**src/rtl/core/acps_pkg.sv**
```systemverilog
package acps_pkg;

  localparam int FRAC_BITS_DEF = 16;
  localparam int X_W = 18;
  localparam int ANGLE_W = 15;
  localparam int HALF_TURN = 16384;

  localparam longint unsigned C3_Q32 = 64'd80441731;
  localparam longint unsigned C2_Q32 = 64'd318948566;
  localparam longint unsigned C1_Q32 = 64'd911024411;
  localparam longint unsigned C0_Q32 = 64'd6746228827;
  localparam longint unsigned K_Q32  = 64'd22399066949078;

  // round a q32 constant half up to qf
  function automatic longint unsigned q32_to_qf(input longint unsigned k, input int f);
    q32_to_qf = (k + (64'd1 << (31 - f))) >> (32 - f);
  endfunction

endpackage

```
**src/rtl/core/acps_sqrt_cell.sv**
```systemverilog
// one square root step by trial squaring against the radicand: one result bit per cell
module acps_sqrt_cell import acps_pkg::*; #(
  parameter int RW  = 17,
  parameter int NW  = 34,
  parameter int BIT = 0
) (
  input  logic          clk,
  input  logic          en,
  input  logic [NW-1:0] rem_in,
  input  logic [RW-1:0] root_in,
  output logic [NW-1:0] rem,
  output logic [RW-1:0] root
);
  logic [NW-1:0] trial;
  logic [RW-1:0] root_try;

  always_comb begin
    root_try = root_in | (RW'(1) << BIT);
    trial = NW'(root_try) * NW'(root_try);
  end

  always_ff @(posedge clk) begin
    if (en) begin
      if (trial <= rem_in) root <= root_try;
      else root <= root_in;
      rem <= rem_in;
    end
  end
endmodule

```
**config.mk**
```make
export PLATFORM = sky130hd
export DESIGN_NAME = acps_sqrt_cell
export DESIGN_NICKNAME = d
export VERILOG_FILES = /design/src/rtl/core/acps_pkg.sv /design/src/rtl/core/acps_sqrt_cell.sv
export SDC_FILE = /design/constraint.sdc
export NUM_CORES = 1
export LEC_CHECK = 0
export BUFFER_PORTS_ARGS = -buffer_cell sky130_fd_sc_hd__buf_4
export CORE_UTILIZATION = 38
export CTS_BUF_LIST = sky130_fd_sc_hd__clkbuf_8
export DETAILED_ROUTE_END_ITERATION = 8
export PLACE_DENSITY = 0.57
export SYNTH_ARGS = -nofsm -noshare
export SYNTH_HDL_FRONTEND = slang
export SYNTH_SLANG_ARGS = --single-unit
```
**constraint.sdc**
```tcl
create_clock -name clk -period 10.8 [get_ports clk]
set_clock_uncertainty 0.1 [all_clocks]
set_input_delay 1.08 -clock clk [delete_from_list [all_inputs] [get_ports clk]]
set_output_delay 1.08 -clock clk [all_outputs]
set_load 0.02 [all_outputs]
```
==> insert_results.sql, run 1 <==
INSERT INTO impl_metrics (metric_group, metric, value, unit) VALUES
('min_path', 'class_of_the_tightest_hold_or_removal_check', 'input port to flip-flop', ''),
('drt', 'post-route-drc-count', '0', ''),
('logic_synthesis', 'synth_compound_gate_area_share', '7.04', '%'),
('floorplanning', 'floorplan.initialDensity', '38.6', '%'),
('clocking', 'clock_tree.htree_level_count', '2', ''),
('timing', 'layout_min_cycle_time', '9170', 'ps'),
('setup_path', 'critical_path.top_delay_family', 'adder cells', ''),
('clocking', 'post_cts_buffers', '0', ''),
('logic_synthesis', 'syn_avg_cell_area', '9.66', 'um^2'),
('logic_synthesis', 'postSynth.asyncResetShare', '0', '%'),
('logic_synthesis', 'synth.yosys.warnings', '0', ''),
('floorplanning', 'design.die.area', '28000', 'um^2'),
('floorplanning', 'area_of_the_core', '26900', 'um^2'),
('min_path', 'critical_hold_path_startpoint', 'rem_in[16]', ''),
('timing', 'max-slew-margin-rel', '49.7', '%'),
('setup_path', 'critPathMostFrequentCell', 'sky130_fd_sc_hd__fa_1', ''),
('finish', 'layoutNonFillerInstCount', '1501', ''),
('logic_synthesis', 'synth_top_family_by_area', 'adder cells', ''),
('logic_synthesis', 'synth-edff-count', '51', ''),
('drt', 'drt_first_iter_violations', '316', ''),
('logic_synthesis', 'yosysSeqAreaShare', '14.8', '%'),
('finish', 'layout.area.seq', '1530', 'um^2'),
('placement', 'finalWeightedCongestion', '0.932', ''),
('setup_path', 'crit_path_max_delay_cell_type', 'sky130_fd_sc_hd__nor3b_1', ''),
('setup_path', 'worstPathRequired', '10810', 'ps'),
('drt', 'post_detailed_route_count_of_antenna_violating_nets', '0', ''),
('timing', 'max_clock_freq', '109', 'MHz'),
('grt', 'grt.total_usage', '18.4', '%'),
('setup_path', 'crit_buf_inv', '6', ''),
('grt', 'grt_pass1_wl', '40000', 'um'),
('min_path', 'whs_path_cells', '1', ''),
('finish', 'filler_cell_count', '2698', ''),
('drt', 'avgViaCountPerCell', '4.91', ''),
('clocking', 'tritoncts_clock_tree', 'built', ''),
('timing', 'setup_total_negative_slack', '0', 'ps'),
('logic_synthesis', 'syn-num-nets', '1456', ''),
('finish', 'diodes', '0', ''),
('clocking', 'root_buffer', 'sky130_fd_sc_hd__clkbuf_8', ''),
('logic_synthesis', 'synth_simple_gate_area_share', '9.07', '%'),
('floorplanning', 'floorplan.rows', '60', ''),
('finish', 'area.growth.synth_to_final', '11.5', '%'),
('setup_path', 'timing.critical_path.from', 'root_in[15]', ''),
('logic_synthesis', 'post_synth_xor_area_fraction', '3.54', '%'),
('logic_synthesis', 'ys_dominant_reg_cell', 'sky130_fd_sc_hd__edfxtp_1', ''),
('drt', 'wl_per_cell', '16.2', 'um'),
('setup_path', 'worst_setup_path_start_kind', 'input port', ''),
('placement', 'post_detail_place_hpwl', '20100', 'um'),
('clocking', 'cts_hold_buffers_added', '0', ''),
('finish', 'fin_nets', '1541', ''),
('clocking', 'cts.reportedPaths.clkPinSlew', '160', 'ps'),
('logic_synthesis', 'synth_fa_ha_area_share', '53.4', '%'),
('floorplanning', 'design.portCount', '104', ''),
('timing', 'layout_worst_path_cycle_share', '85.0', '%'),
('timing', 'transition_time_at_the_pin_with_the_least_slew_margin', '755', 'ps'),
('setup_path', 'critical_path_depth', '29', ''),
('placement', 'place.detailed.instances', '1493', ''),
('floorplanning', 'die_h', '167', 'um'),
('grt', 'grt_start_max_net_pins', '52', ''),
('timing', 'grt_setup_unrepaired', 'false', ''),
('clocking', 'tritoncts.num_buffers', '5', ''),
('logic_synthesis', 'syn-cell-area', '10400', 'um^2'),
('setup_path', 'cp-end-kind', 'flip-flop', ''),
('finish', 'final_layout_size_suffix_gt1_share', '10.2', '%'),
('finish', 'layout.cell_area.non_filler', '11600', 'um^2'),
('logic_synthesis', 'syn_inst', '1074', ''),
('status', 'status', 'finished clean', ''),
('grt', 'antenna_found_initial', '0', ''),
('setup_path', 'crit_path_max_incr_delay', '520', 'ps'),
('setup_path', 'timing.setup.critical_path_class', 'input port to flip-flop', ''),
('timing', 'max_transition_viols_final', '0', ''),
('drt', 'route.final.wire_length', '24200', 'um');
[metrics by stage]
step	setup slack, ps	hold slack, ps
final	1630	774
after global placement	1340	1170
after global routing	1090	757
after detailed placement	1190	1170
after floorplan	2080	1080
after CTS	1580	757
[sequential cells by signal, summed over array words and instances, names as in the netlist]
register  flops
rem          34
root         17
[cell type report]
| class | count | area share (%) |
|---|---|---|
| Sequential cell | 51 | 13.2 |
| Clock buffer | 5 | 0.594 |
| Multi-Input combinational cell | 689 | 65.6 |
| Tap cell | 341 | 3.69 |
| Timing Repair Buffer | 103 | 6.68 |
| Clock inverter | 3 | 0.205 |
| Inverter | 309 | 10.0 |
[worst paths after layout]
kind / to
worst min-delay path: rem[16]
worst max-delay path: root[0]
[Yosys cell counts, drive strengths merged, types with 2 or more instances]
cell type	n	share of area, %
inv	307	11
fa	190	37
ha	139	17
nand2	90	3.3
edfxtp	51	15
a21oi	43	2.1
nor2	38	1.4
and2	27	1.6
xnor2	27	2.3
clkbuf	25	0.90
a21o	17	1.2
o21ai	17	0.86
xor2	15	1.3
nand4	11	0.66
nand3	10	0.48
o211ai	7	0.51
a31oi	6	0.36
o21bai	6	0.43
a211oi	5	0.36
and3	5	0.30
or3	5	0.30
and4	4	0.34
nand2b	3	0.18
nor2b	3	0.18
a211o	2	0.17
a221oi	2	0.17
clkinv	2	0.072
nor3	2	0.096
nor3b	2	0.14
o21a	2	0.14
or2	2	0.12
[layer usage]
metal	routed length (um)	track usage (%)	part of all wire, %	vias to the layer above
met1	10300	23.5	43	3714
met4	535	4.71	2.2	0
met3	1050	2.86	4.3	29
met2	12400	32.4	51	159
li1	-	-	-	3471
met5	0	0	0	-
[cells in the final DEF (no fill, tap or decap), types with 3 or more instances in the layout]
cell                       Yosys  final
sky130_fd_sc_hd__xor2_1       15     15
sky130_fd_sc_hd__a21o_1       17     17
sky130_fd_sc_hd__or3_1         5      5
sky130_fd_sc_hd__o211ai_1      7      7
sky130_fd_sc_hd__edfxtp_1     51     51
sky130_fd_sc_hd__nand3_1      10     10
sky130_fd_sc_hd__nand4_1      11     11
sky130_fd_sc_hd__a211oi_1      5      5
sky130_fd_sc_hd__nand2_1      90     90
sky130_fd_sc_hd__buf_4         0    103
sky130_fd_sc_hd__and3_1        5      5
sky130_fd_sc_hd__o21ai_0       7      7
sky130_fd_sc_hd__nand2b_1      3      3
sky130_fd_sc_hd__xnor2_1      27     27
sky130_fd_sc_hd__nor2b_1       3      3
sky130_fd_sc_hd__nor2_1       38     38
sky130_fd_sc_hd__o21ai_1       9      9
sky130_fd_sc_hd__o21bai_1      6      6
sky130_fd_sc_hd__fa_1        190    190
sky130_fd_sc_hd__and2_1       27     27
sky130_fd_sc_hd__a31oi_1       6      6
sky130_fd_sc_hd__and4_1        4      4
sky130_fd_sc_hd__a21oi_1      42     42
sky130_fd_sc_hd__inv_1       307    307
sky130_fd_sc_hd__clkbuf_8      0      5
sky130_fd_sc_hd__ha_1        139    139
[cells by family (layout without fill, tap and decap cells)]
kind of cell    count (synthesis)  in the layout
fa+ha+maj                     329            329
flops                          51             51
compound gates                115            115
buf+inv                       334            420
xor+xnor                       42             42
mux                             1              1
simple gates                  202            202
Power of run 1 is left out: the tool's default activity adds up to more than one toggle a clock period on the data nets, which glitch-free logic cannot reach.
==> run 2, diff against run 1 <==
Settings changed: PLACE_DENSITY 0.57 to 0.59.
Clock period 10.8 ns to 7.9 ns, I/O delays scaled along.
==> run 2 against run 1 <==
Flip-flop and latch count is the same. Utilization grew 4.9 points. Routed wire length is 2.1% higher. Worst setup slack worse by 1500 ps. Worst hold slack got worse by 250 ps. Critical path depth grew 1. Via count is 5.6% higher. First-iteration DRC count is 4.1% lower. Cell count rose by 9.3%.
==> insert_results.sql, run 2 (synthesis gave the netlist of run 1 again) <==
INSERT INTO impl_metrics (metric_group, metric, value, unit) VALUES
('run', 'cap_violations', '0', ''),
('floorplanning', 'design.portCount', '104', ''),
('clocking', 'root_buffer', 'sky130_fd_sc_hd__clkbuf_8', ''),
('placement', 'post_detail_place_hpwl', '21700', 'um'),
('floorplanning', 'die_h', '167', 'um'),
('timing', 'timing.final.setup_violations', '0', ''),
('placement', 'place.port_buffers', '103', ''),
('grt', 'grt_pass1_vias', '8226', ''),
('finish', 'largest_register_ffs', '34', ''),
('clocking', 'cts.reportedPaths.clkPinSlew', '130', 'ps'),
('floorplanning', 'area_of_the_core', '26900', 'um^2'),
('finish', 'final_layout_size_suffix_gt1_share', '23.6', '%'),
('finish', 'area.growth.synth_to_final', '24.3', '%'),
('timing', 'grt_setup_unrepaired', 'true', ''),
('timing', 'max-slew-margin-rel', '51.2', '%'),
('setup_path', 'worstPathRequired', '7900', 'ps'),
('timing', 'transition_time_at_the_pin_with_the_least_slew_margin', '732', 'ps'),
('drt', 'vias', '7785', ''),
('setup_path', 'crit_path_max_incr_delay', '520', 'ps'),
('status', 'status', 'finished clean', ''),
('min_path', 'class_of_the_tightest_hold_or_removal_check', 'input port to flip-flop', ''),
('finish', 'most_frequent_standard_cell_in_the_layout_excluding_fill_and_tap_cells', 'sky130_fd_sc_hd__inv_1', ''),
('drt', 'post_detailed_route_count_of_antenna_violating_nets', '0', ''),
('setup_path', 'crit_path_max_delay_cell_type', 'sky130_fd_sc_hd__fa_1', ''),
('finish', 'fin_nets', '1680', ''),
('setup_path', 'timing.setup.critical_path_class', 'input port to flip-flop', ''),
('timing', 'timing.hold.ws', '526', 'ps'),
('drt', 'drt-pass1-iter-count', '5', ''),
('clocking', 'tritoncts_clock_tree', 'built', ''),
('clocking', 'clock_tree.buffer_depth', '2', ''),
('floorplanning', 'chipWidth', '167', 'um'),
('timing', 'final_hold_viol_count', '0', ''),
('floorplanning', 'design.die.area', '28000', 'um^2'),
('drt', 'post-route-drc-count', '0', ''),
('drt', 'wirelength_met1', '10700', 'um'),
('finish', 'register_containing_the_most_flip_flops_in_the_final_layout', 'rem', ''),
('setup_path', 'cp-end-kind', 'flip-flop', ''),
('drt', 'dr_wl_met2', '12800', 'um'),
('grt', 'grt_start_max_net_pins', '52', ''),
('setup_path', 'critPathMaxFanout', '8', ''),
('grt', 'grt_pass1_wl', '40500', 'um'),
('drt', 'top_layer_reached_by_signal_wires', 'met4', ''),
('grt', 'grt.total_usage', '18.4', '%'),
('floorplanning', 'floorplan.rows', '60', ''),
('drt', 'wl_per_cell', '15.1', 'um'),
('finish', 'diodes', '0', ''),
('placement', 'finalWeightedCongestion', '0.876', ''),
('timing', 'layout_worst_path_cycle_share', '98.6', '%'),
('finish', 'most_used_cells_in_the_layout_excluding_fill_and_tap_cells', 'sky130_fd_sc_hd__inv_1, sky130_fd_sc_hd__buf_4, sky130_fd_sc_hd__fa_1', ''),
('grt', 'antenna_found_initial', '0', ''),
('drt', 'met3_wire_length', '893', 'um'),
('setup_path', 'worst_setup_path_start_kind', 'input port', ''),
('timing', 'layout_min_cycle_time', '7790', 'ps'),
('clocking', 'clock_tree.htree_level_count', '2', ''),
('timing', 'max_clock_freq', '128', 'MHz'),
('drt', 'drt_first_iter_violations', '303', ''),
('clocking', 'tritoncts.num_buffers', '5', ''),
('grt', 'grt-ovfl-total', '0', ''),
('clocking', 'cts.sinks', '51', ''),
('drt', 'avgViaCountPerCell', '4.75', ''),
('setup_path', 'timing.critical_path.from', 'root_in[7]', ''),
('floorplanning', 'floorplan.initialDensity', '38.6', '%'),
('finish', 'biggestRegsByFlops', 'rem (34), root (17)', ''),
('setup_path', 'worstPathArrival', '7790', 'ps'),
('setup_path', 'critPathMostFrequentCell', 'sky130_fd_sc_hd__fa_1', ''),
('min_path', 'critical_hold_path_startpoint', 'rem_in[11]', ''),
('timing', 'max_transition_viols_final', '0', ''),
('drt', 'route.final.wire_length', '24800', 'um');
run 2: path summary, 6_finish.rpt:
check,to,depth (start not counted)
min,rem[11],1
max,root[0],30
run 2: per-layer routing:
layer,GRT usage [%],vias up
li1,-,3742
met1,23.8,3868
met2,33.1,150
met3,2.41,25
met4,3.39,0
met5,0,-
run 2: area by class of cell:
cell class / count / area [um^2]
multi-input combinational: 689 / 7820
sequential: 51 / 1530
tap: 341 / 427
clock buffer: 5 / 68.8
timing repair buffer: 242 / 1840
inverter: 309 / 1180
clock inverter: 3 / 27.5
fill: 2550 / 14000
run 2: metrics by stage:
stage	setup TNS (ps)	util, %	setup slack, ps	area, um^2	instances
CTS	0	47.0	5.75	12600	1636
finish	0	48.0	108	12900	1640
floorplan	0	-	6.12	10500	1074
global placement	-420	46.6	-420	12500	1628
detailed placement	-407	46.6	-407	12500	1628
global route	-121	48.0	-121	12900	1640
run 2: worst max-delay path: cells and delay by family:
family | cells | cell delay (ps)
AOI/OAI and AO/OA | 4 | 570
xor gates and xnor gates | 1 | 150
adders and majority gates | 8 | 3520
buffers and inverters | 7 | 810
and+or+nand+nor | 10 | 1900
run 2: repair_timing:
action,in CTS,in global routing
setup buffers,0,4
resized for setup,3,55
endpoints found under the hold margin,0,0
hold buffers,0,0
pin swaps,2,21
endpoints found under the setup margin,1,1
Power of run 2 is left out for the same reason.
==> run 3, diff against run 2 <==
Settings changed: BUFFER_PORTS_ARGS -buffer_cell sky130_fd_sc_hd__buf_4 to -buffer_cell sky130_fd_sc_hd__buf_2, RECOVER_POWER from default to 100.
==> run 3 against run 2 <==
Count of clock-buffer cells in the layout is the same. Cell count rose by 1.6%. Worst hold slack gained 0.78 ps. Die area stayed put. Worst setup slack worse by 0.75 ps. The run now ends with capacitance limit, slew limit left. Sequential share of layout area hardly changed. Global-route usage increased by 0.46 points. First-iteration DRC count up 20%.
==> insert_results.sql, run 3 (synthesis gave the netlist of run 1 again) <==
INSERT INTO impl_metrics (metric_group, metric, value, unit) VALUES
('min_path', 'class_of_the_tightest_hold_or_removal_check', 'input port to flip-flop', ''),
('setup_path', 'cp-end-kind', 'flip-flop', ''),
('grt', 'grt_pass1_vias', '8360', ''),
('drt', 'wl_per_cell', '15.3', 'um'),
('setup_path', 'timing.setup.critical_path_class', 'input port to flip-flop', ''),
('finish', 'layout.area.seq', '1530', 'um^2'),
('finish', 'fin_nets', '1707', ''),
('timing', 'grt_setup_unrepaired', 'true', ''),
('drt', 'met3_wire_length', '917', 'um'),
('finish', 'most_frequent_standard_cell_in_the_layout_excluding_fill_and_tap_cells', 'sky130_fd_sc_hd__inv_1', ''),
('status', 'violations', 'capacitance limit, slew limit', ''),
('timing', 'setup_total_negative_slack', '0', 'ps'),
('setup_path', 'critical_path.top_delay_family', 'adder cells', ''),
('drt', 'route.final.wire_length', '25500', 'um'),
('finish', 'area.growth.synth_to_final', '24.3', '%'),
('clocking', 'cts.sinks', '51', ''),
('setup_path', 'worstPathArrival', '7790', 'ps'),
('finish', 'most_used_cells_in_the_layout_excluding_fill_and_tap_cells', 'sky130_fd_sc_hd__inv_1, sky130_fd_sc_hd__fa_1, sky130_fd_sc_hd__buf_4', ''),
('timing', 'layout_min_cycle_time', '7790', 'ps'),
('finish', 'biggestRegsByFlops', 'rem (34), root (17)', ''),
('floorplanning', 'chipWidth', '167', 'um'),
('timing', 'max-slew-margin-rel', '-105', '%'),
('floorplanning', 'die_h', '167', 'um'),
('setup_path', 'crit_path_max_incr_delay', '540', 'ps'),
('drt', 'drt_first_iter_violations', '365', ''),
('status', 'status', 'complete, but fails checks', ''),
('floorplanning', 'design.portCount', '104', ''),
('clocking', 'root_buffer', 'sky130_fd_sc_hd__clkbuf_8', ''),
('finish', 'largest_register_ffs', '34', ''),
('setup_path', 'critPathMaxFanout', '6', ''),
('finish', 'register_containing_the_most_flip_flops_in_the_final_layout', 'rem', ''),
('finish', 'multi_input_area', '7910', 'um^2'),
('clocking', 'cts.reportedPaths.clkPinSlew', '150', 'ps'),
('setup_path', 'critPathMostFrequentCell', 'sky130_fd_sc_hd__fa_1', ''),
('finish', 'filler_cell_count', '2626', ''),
('clocking', 'cts_hold_buffers_added', '0', ''),
('drt', 'avgViaCountPerCell', '4.77', ''),
('drt', 'top_layer_reached_by_signal_wires', 'met4', ''),
('placement', 'post_detail_place_hpwl', '22000', 'um'),
('setup_path', 'crit_path_max_delay_cell_type', 'sky130_fd_sc_hd__fa_1', ''),
('timing', 'final_hold_viol_count', '0', ''),
('drt', 'wirelength_met1', '10900', 'um'),
('run', 'cap_violations', '1', ''),
('grt', 'grt_start_max_net_pins', '52', ''),
('timing', 'layout_worst_path_cycle_share', '98.6', '%'),
('floorplanning', 'floorplan.initialDensity', '38.6', '%'),
('grt', 'grt-ovfl-total', '0', ''),
('clocking', 'tritoncts.num_buffers', '5', ''),
('grt', 'grt_pass1_wl', '41600', 'um'),
('finish', 'diodes', '0', ''),
('floorplanning', 'design.die.area', '28000', 'um^2'),
('floorplanning', 'floorplan.rows', '60', ''),
('timing', 'max_clock_freq', '128', 'MHz'),
('grt', 'antenna_found_initial', '0', ''),
('clocking', 'tritoncts_clock_tree', 'built', ''),
('timing', 'transition_time_at_the_pin_with_the_least_slew_margin', '3080', 'ps'),
('setup_path', 'worstPathRequired', '7900', 'ps'),
('drt', 'post-route-drc-count', '0', ''),
('clocking', 'clock_tree.htree_level_count', '2', ''),
('setup_path', 'worst_setup_path_start_kind', 'input port', ''),
('placement', 'place.port_buffers', '103', ''),
('finish', 'final_layout_size_suffix_gt1_share', '20.9', '%'),
('timing', 'timing.final.setup_violations', '0', ''),
('setup_path', 'crit_buf_inv', '7', ''),
('drt', 'dr_wl_met2', '13300', 'um'),
('grt', 'grt.total_usage', '18.9', '%'),
('floorplanning', 'area_of_the_core', '26900', 'um^2'),
('drt', 'vias', '7947', ''),
('drt', 'drt-pass1-iter-count', '5', ''),
('placement', 'finalWeightedCongestion', '0.872', ''),
('clocking', 'clock_tree.buffer_depth', '2', ''),
('drt', 'post_detailed_route_count_of_antenna_violating_nets', '0', ''),
('timing', 'max_transition_viols_final', '52', '');
run 3: final timing paths:
kind	startpoint	end	slack (ps)	cells after the start
worst max-delay path	root_in[10]	root[0]	110	30
worst min-delay path	rem_in[17]	rem[17]	530	1
run 3: layout make-up:
| cell class | instances | area share (%) |
|---|---|---|
| Tap cell | 341 | 3.31 |
| Multi-Input combinational cell | 689 | 61.3 |
| Clock inverter | 3 | 0.184 |
| Timing Repair Buffer | 269 | 13.7 |
| Clock buffer | 5 | 0.534 |
| Inverter | 309 | 9.05 |
| Sequential cell | 51 | 11.9 |
run 3: through the flow:
stage | instances | setup slack [ps] | area (um^2) | utilization [%] | hold slack (ps)
2_1_floorplan | 1074 | 6.12 | 10500 | - | 789
3_3_place_gp | 1651 | -387 | 12500 | 46.3 | 883
3_5_place_dp | 1651 | -496 | 12500 | 46.3 | 884
4_1_cts | 1661 | 0.519 | 12700 | 47.3 | 494
5_1_grt | 1667 | -138 | 12900 | 48.0 | 517
6_report | 1667 | 108 | 12900 | 48.0 | 527
run 3: timing repair:
| item | in CTS | in global routing |
|---|---|---|
| gates resized for setup | 31 | 63 |
| pin swaps | 19 | 56 |
| setup endpoints to repair | 1 | 1 |
| buffers inserted | 2 | 6 |
run 3: routing by layer:
metal / global-route usage (%) / up-vias
li1: - / 3805
met1: 24.7 / 3956
met2: 34.3 / 163
met3: 1.89 / 23
met4: 2.99 / 0
met5: 0 / -
Power of run 3 is left out for the same reason.
